<file path="config.mk">
export PLATFORM = sky130hd
export DESIGN_NAME = chunked_body_decoder_unit
export DESIGN_NICKNAME = d
export VERILOG_FILES = /design/src/cbd_pkg.sv /design/src/chunked_body_decoder_unit.sv
export SDC_FILE = /design/constraint.sdc
export NUM_CORES = 1
export LEC_CHECK = 0
export ABC_AREA = 1
export BUFFER_PORTS_ARGS = -buffer_cell sky130_fd_sc_hd__buf_2
export CAP_MARGIN = 30
export CORE_ASPECT_RATIO = 1.2
export CORE_MARGIN = 2
export CORE_UTILIZATION = 35
export DETAILED_ROUTE_END_ITERATION = 8
export PLACE_DENSITY_LB_ADDON = 0.12
export SLEW_MARGIN = 30
export SYNTH_ARGS = -nofsm -noshare
export SYNTH_HDL_FRONTEND = slang
export SYNTH_SLANG_ARGS = --single-unit
</file>
<file path="constraint.sdc">
create_clock -name clk_i -period 14.03 [get_ports clk_i]
set_clock_uncertainty 0.1 [all_clocks]
set_input_delay 4.209 -clock clk_i [delete_from_list [all_inputs] [get_ports clk_i]]
set_output_delay 4.209 -clock clk_i [all_outputs]
set_load 0.01 [all_outputs]
</file>
<file path="src/cbd_pkg.sv">
package cbd_pkg;

  // Decoder phase, one-hot
  typedef enum logic [2:0] {
    PH_SIZE  = 3'b001,
    PH_DATA  = 3'b010,
    PH_ENDED = 3'b100
  } phase_e;

  // Result status codes
  typedef enum logic [2:0] {
    ST_OK        = 3'd0,
    ST_BADCHAR   = 3'd1,
    ST_WIDE      = 3'd2,
    ST_PREMATURE = 3'd3,
    ST_TOOLARGE  = 3'd4
  } status_e;

  // Input kind codes
  localparam logic KIND_CHAR = 1'b0;
  localparam logic KIND_EOS  = 1'b1;

  localparam int unsigned CHAR_W   = 21;
  localparam int unsigned OFFSET_W = 33;

  typedef logic [CHAR_W-1:0] char_t;

  localparam char_t CHAR_CR = 21'h0D;
  localparam char_t CHAR_LF = 21'h0A;
  localparam char_t CHAR_D0 = 21'h30;
  localparam char_t CHAR_D9 = 21'h39;
  localparam char_t CHAR_LA = 21'h61;
  localparam char_t CHAR_LF_HEX = 21'h66;
  localparam char_t CHAR_UA = 21'h41;
  localparam char_t CHAR_UF = 21'h46;
  localparam char_t BYTE_MAX = 21'hFF;

  // Largest body length: 2^32 bytes
  localparam logic [OFFSET_W-1:0] BODY_LIMIT = 33'h1_0000_0000;

  // Decode a hex digit: bit 4 marks a valid digit, bits 3:0 hold its value
  function automatic logic [4:0] hex_decode(char_t c);
    logic [4:0] r;
    r = 5'b0;
    if (c >= CHAR_D0 && c <= CHAR_D9) begin
      r = {1'b1, 4'(c - CHAR_D0)};
    end else if (c >= CHAR_LA && c <= CHAR_LF_HEX) begin
      r = {1'b1, 4'(c - CHAR_LA + 21'd10)};
    end else if (c >= CHAR_UA && c <= CHAR_UF) begin
      r = {1'b1, 4'(c - CHAR_UA + 21'd10)};
    end
    return r;
  endfunction

endpackage

</file>
<file path="src/chunked_body_decoder_unit.sv">
// Chunked transfer body decoder, one character per request.
// Pipeline: input register, then result register; a stalled result holds the
// request in the input register. Items that give no result are dropped at the
// second stage.
// Throughput: one input request per cycle while the result stream is not stalled.
// Reset: rst_ni asynchronous, active low; returns to the size-line phase with
// zero size, zero body offset and empty pipeline registers.
module chunked_body_decoder_unit
  import cbd_pkg::*;
#(
  parameter int unsigned SIZE_BITS = 32
) (
  input  logic        clk_i,
  input  logic        rst_ni,
  // Input stream
  input  logic        s_axis_tvalid_i,
  output logic        s_axis_tready_o,
  input  logic [23:0] s_axis_tdata_i,  // [20:0] char_code, [23:21] zero
  input  logic        s_axis_tuser_i,  // [0] kind
  // Result stream
  output logic        m_axis_tvalid_o,
  input  logic        m_axis_tready_i,
  output logic [39:0] m_axis_tdata_o,  // [7:0] data_byte, [39:8] body_offset
  output logic [3:0]  m_axis_tuser_o,  // [0] is_data, [3:1] status
  output logic        m_axis_tlast_o   // is_end
);

  localparam int unsigned LIM_W = (SIZE_BITS > OFFSET_W) ? SIZE_BITS : OFFSET_W;

  // Input register
  logic  in_valid_q;
  logic  in_kind_q;
  char_t in_char_q;

  // Decoder state
  phase_e                phase_q, phase_d;
  logic                  digit_q, digit_d;
  logic [SIZE_BITS-1:0]  size_q, size_d;
  logic [SIZE_BITS-1:0]  left_q, left_d;
  logic [OFFSET_W-1:0]   offset_q, offset_d;

  // Result register
  logic        out_valid_q;
  logic [7:0]  out_byte_q;
  logic [31:0] out_offset_q;
  logic        out_data_q;
  logic        out_end_q;
  status_e     out_status_q;

  // Result of the current step
  logic        res_valid;
  logic [7:0]  res_byte;
  logic        res_data;
  logic        res_end;
  status_e     res_status;

  logic             advance;
  logic [4:0]       hex;
  logic [LIM_W-1:0] room;
  logic             too_large;

  assign advance         = in_valid_q && (!out_valid_q || m_axis_tready_i);
  assign s_axis_tready_o = !in_valid_q || advance;

  assign hex       = hex_decode(in_char_q);
  assign room      = LIM_W'(BODY_LIMIT) - LIM_W'(offset_q);
  assign too_large = LIM_W'(size_q) > room;

  // Capture input requests
  always_ff @(posedge clk_i or negedge rst_ni) begin
    if (!rst_ni) begin
      in_valid_q <= 1'b0;
    end else if (s_axis_tready_o) begin
      in_valid_q <= s_axis_tvalid_i;
    end
  end

  always_ff @(posedge clk_i) begin
    if (s_axis_tready_o && s_axis_tvalid_i) begin
      in_kind_q <= s_axis_tuser_i;
      in_char_q <= s_axis_tdata_i[CHAR_W-1:0];
    end
  end

  // Decode one item against the current state
  always_comb begin
    phase_d    = phase_q;
    digit_d    = digit_q;
    size_d     = size_q;
    left_d     = left_q;
    offset_d   = offset_q;
    res_valid  = 1'b0;
    res_byte   = 8'd0;
    res_data   = 1'b0;
    res_end    = 1'b0;
    res_status = ST_OK;

    unique case (phase_q)
      PH_SIZE, PH_DATA: begin
        if (in_kind_q == KIND_EOS) begin
          res_valid  = 1'b1;
          res_end    = 1'b1;
          phase_d    = PH_ENDED;
          res_status = (phase_q == PH_SIZE && size_q == '0) ? ST_OK : ST_PREMATURE;
        end else if (phase_q == PH_DATA) begin
          res_valid = 1'b1;
          if (in_char_q > BYTE_MAX) begin
            res_end    = 1'b1;
            res_status = ST_WIDE;
            phase_d    = PH_ENDED;
          end else begin
            res_byte = in_char_q[7:0];
            res_data = 1'b1;
            offset_d = offset_q + OFFSET_W'(1);
            left_d   = left_q - SIZE_BITS'(1);
            if (left_q == SIZE_BITS'(1)) begin
              phase_d = PH_SIZE;
            end
          end
        end else if (in_char_q == CHAR_CR) begin
          // skip carriage return
        end else if (in_char_q == CHAR_LF) begin
          if (digit_q) begin
            if (size_q == '0) begin
              res_valid = 1'b1;
              res_end   = 1'b1;
              phase_d   = PH_ENDED;
            end else if (too_large) begin
              res_valid  = 1'b1;
              res_end    = 1'b1;
              res_status = ST_TOOLARGE;
              phase_d    = PH_ENDED;
            end else begin
              left_d  = size_q;
              size_d  = '0;
              digit_d = 1'b0;
              phase_d = PH_DATA;
            end
          end
        end else if (!hex[4]) begin
          res_valid  = 1'b1;
          res_end    = 1'b1;
          res_status = ST_BADCHAR;
          phase_d    = PH_ENDED;
        end else if (size_q[SIZE_BITS-1 -: 4] != 4'd0) begin
          res_valid  = 1'b1;
          res_end    = 1'b1;
          res_status = ST_TOOLARGE;
          phase_d    = PH_ENDED;
        end else begin
          size_d  = {size_q[SIZE_BITS-5:0], hex[3:0]};
          digit_d = 1'b1;
        end
      end
      PH_ENDED: begin
        // drop everything after the end
      end
      default: begin
        phase_d = PH_ENDED;
      end
    endcase
  end

  // Advance decoder state
  always_ff @(posedge clk_i or negedge rst_ni) begin
    if (!rst_ni) begin
      phase_q  <= PH_SIZE;
      digit_q  <= 1'b0;
      size_q   <= '0;
      left_q   <= '0;
      offset_q <= '0;
    end else if (advance) begin
      phase_q  <= phase_d;
      digit_q  <= digit_d;
      size_q   <= size_d;
      left_q   <= left_d;
      offset_q <= offset_d;
    end
  end

  // Hold result until taken
  always_ff @(posedge clk_i or negedge rst_ni) begin
    if (!rst_ni) begin
      out_valid_q <= 1'b0;
    end else if (advance) begin
      out_valid_q <= res_valid;
    end else if (m_axis_tready_i) begin
      out_valid_q <= 1'b0;
    end
  end

  always_ff @(posedge clk_i) begin
    if (advance && res_valid) begin
      out_byte_q   <= res_byte;
      out_offset_q <= offset_q[31:0];
      out_data_q   <= res_data;
      out_end_q    <= res_end;
      out_status_q <= res_status;
    end
  end

  assign m_axis_tvalid_o = out_valid_q;
  assign m_axis_tdata_o  = {out_offset_q, out_byte_q};
  assign m_axis_tuser_o  = {out_status_q, out_data_q};
  assign m_axis_tlast_o  = out_end_q;

endmodule

</file>
==> results.yml <==
status:
  outcome: "complete, no violations"
placed_design:
  routability_driven_placement_congestion_ratio: 0.893
  portBuffers: 72
  pre_cts_ws_ns: 5.10
  place.detailed.hpwl_um: 19900
clocking:
  cts_max_path_buffers: 2
  post_cts.resized_instances: 0
  cts-buffers-inserted: 17
  clock_insertion_delay_worst_skew_ns: 0.44
  cts.sinks: 170
  tritoncts_clock_tree: "built"
  cts_max_level: 4
  holdBufCountCts: 0
  post_cts.repair.setup_buffers: 0
  cts.clk_slew.worst_paths_ns: 0.07
  ctsRootBufferMaster: "clkbuf_16"
layout:
  antennaDiodeCount: 0
  final_core_utilization_pct: 39.5
  drive_above_1_share_pct: 16.2
  design.final.nets: 1405
  syn_to_layout_area_delta_pct: 11.2
  nFillCells: 3110
power:
  power_switching_share_pct: 25.8
  combPwrFrac_pct: 7.0
  portion_of_total_power_attributed_to_the_clock_network_pct: 42.0
  pwr_density_cell_mw_per_mm2: 93.3
  leakagePower_nw: 5.52
  sequentialPowerShare_pct: 51.0
  vdd_ir_drop_max_v: 0.0000701
  internal-power_mw: 0.807
  net-switching-power_mw: 0.280
worst_hold_path:
  hold_path.class: "flip-flop to flip-flop"
  whs_endpoint: "left_q[31]"
  hold_depth: 2
  hold_path.startpoint: "left_q[31]"
timing:
  fin_ws_ns: 5.11
  min_period_ns: 8.92
  slew-limit-headroom_pct: 41.0
  fmax_ghz: 0.112
  grt_setup_unrepaired: "no"
  slew_violations: 0
  timing_worst_slew_pin_value_ns: 0.886
  setup_total_neg_slack_ns: 0
  report.final.setup_viol: 0
  post-route-period-util_pct: 63.6
  holdWs_ns: 0.395
  final-hold-violation-count: 0
global_route:
  grt_overflow_total: 0
  grt.total_usage_pct: 18.0
  grt_pass1_wl_um: 44400
  grt_start_max_net_pins: 65
  antenna_found_initial: 0
  number_of_global_route_vias_before_repair: 8257
detailed_routing:
  initialDrtViolationCount: 402
  detailroute.via_count: 8419
  route.antenna.remaining_nets: 0
  drt-total-wl_um: 27400
  drt-vias-per-instance: 4.84
  remaining_drc_errors: 0
  drt_pre_antenna_iters: 4
  wl_per_cell_um: 15.7
floorplan:
  num_io_pins: 76
  die_y_um: 194
  total_die_area_mm2: 0.0314
  start_util_pct: 35.5
  dieWidth_um: 162
  core_area_mm2: 0.0295
  rows: 69
synthesis:
  ys_async_sr_fraction_pct: 60.6
  post_synthesis_cell_type_with_the_largest_combined_area: "dfrtp_1"
  post_synth_num_cell_types: 50
  synth-seq-cells: 170
  ys.flop_type: "dfrtp_1"
  post_synthesis_cell_area_mm2: 0.0105
  synthesis.area_per_instance_um2: 8.20
  synth.net_count: 1348
  netlist.area_leader.share_pct: 24.3
  number_of_enable_flip_flop_cells_after_synthesis: 67
  synth.area.top_cells: "dfrtp_1, edfxtp_1, nand2_1, nand3_1, xor2_1"
  synth_seq_area_share_pct: 43.8
  gate_count_of_the_mapped_netlist: 1279
  yosysWarnings: 0
worst_setup_path:
  r2r_cells: 22
  worst_reg2reg_setup_slack_ns: 9.21
  critical_path_peak_fanout: 3
  r2r_start: "offset_q[0]"
  timing.setup.critical_path_class: "primary input to output port"
  required_ns: 9.72
  timing.rr.end: "size_q[31]"
  critPathLaunchType: "primary input"
  worst_ep_arrival_time_ns: 4.61
  setup.worst_path.end_class: "output port"
job:
  maxCapViolCount: 0
==> kinds of logic (layout without fill, tap and decap cells) <==
group	Yosys count	after routing	synth area share, %
XOR/XNOR	62	62	5.18
AO/OA/AOI/OAI	101	101	5.10
buffers and inverters	181	251	7.77
adder cells (fa/ha/maj)	40	40	4.77
multiplexers	1	1	0.0955
AND/OR/NAND/NOR	724	724	33.3
flip-flops	170	170	43.8
==> cell usage after synthesis, types with 5 or more instances <==
master	n
a21oi_1	31
buf_2	12
buf_4	8
clkbuf_1	10
dfrtp_1	102
edfxtp_1	67
ha_1	40
inv_1	126
inv_2	14
nand2_1	290
nand2_2	55
nand3_1	145
nand3_2	5
nand4_1	20
nor2_1	117
nor2_2	8
nor2_4	6
nor3_1	39
nor4_1	15
o21ai_0	53
o22ai_1	5
xor2_1	60
==> power by group through the flow <==
stage,clock network (mW),registers (mW),logic (mW)
CTS,0.469,0.554,0.0794
finish,0.456,0.554,0.0766
floorplan,0,0.566,0.0420
global route,0.488,0.556,0.0873
detailed placement,0,0.564,0.0793
global placement,0,0.565,0.0778
==> cells in the final DEF (no fill, tap or decap), types with 5 or more instances in the layout <==
cell,n
nor2_1,117
nand3_1,145
nand4_1,20
dfrtp_1,102
o22ai_1,5
a21oi_1,31
buf_4,6
nor4_1,14
edfxtp_1,67
inv_2,14
o21ai_0,53
inv_1,125
clkbuf_16,17
ha_1,40
nor3_1,39
xor2_1,60
nor2_2,8
nand2_1,290
buf_2,71
nor2_4,6
nand3_2,5
nand2_2,55
==> metrics by stage <==
stage          cell area (um^2)  power (mW)  instances
3_3_place_gp              11100       0.642       1707
2_1_floorplan             10500       0.608       1279
4_1_cts                   11700        1.10       1739
3_5_place_dp              11100       0.643       1707
5_1_grt                   11700        1.13       1739
6_report                  11700        1.09       1739
==> critical path, stage by stage <==
cell and delay [ns]:
buf_2 0.10, inv_1 0.05, nand3_1 0.10, buf_2 0.16
==> registers in the layout, indices dropped and copies added, names as in the netlist <==
name and count:
offset_q 33, left_q 32, out_offset_q 32, size_q 32, in_char_q 21, out_byte_q 8, out_status_q 3, phase_q 3
digit_q 1, in_kind_q 1, in_valid_q 1, m_axis_tlast_o 1, m_axis_tvalid_o 1, out_data_q 1
==> final cells by class <==
class | count | area [um^2] | share of cell area [%]
Sequential cell | 170 | 4590 | 39.4
Timing Repair Buffer | 77 | 400 | 3.43
Tap cell | 390 | 488 | 4.19
Multi-Input combinational cell | 928 | 5090 | 43.7
Inverter | 142 | 536 | 4.59
Clock inverter | 15 | 125 | 1.07
Clock buffer | 17 | 425 | 3.65
==> how the worst max path moves through the flow <==
stage,startpoint,endpoint,slack [ns],cells past startpoint
2_1_floorplan,m_axis_tready_i,s_axis_tready_o,5.33,2
3_3_place_gp,m_axis_tready_i,s_axis_tready_o,5.11,4
3_5_place_dp,m_axis_tready_i,s_axis_tready_o,5.10,4
4_1_cts,m_axis_tready_i,s_axis_tready_o,5.10,4
5_1_grt,m_axis_tready_i,s_axis_tready_o,5.08,4
6_report,m_axis_tready_i,s_axis_tready_o,5.11,4
==> routing by layer <==
layer	routed length (um)	global-route usage, %
met1	12800	23.7
met2	13000	29.4
met3	651	2.72
met4	961	7.67
met5	0	0
No activity file was read; power rests on OpenSTA's default activity.
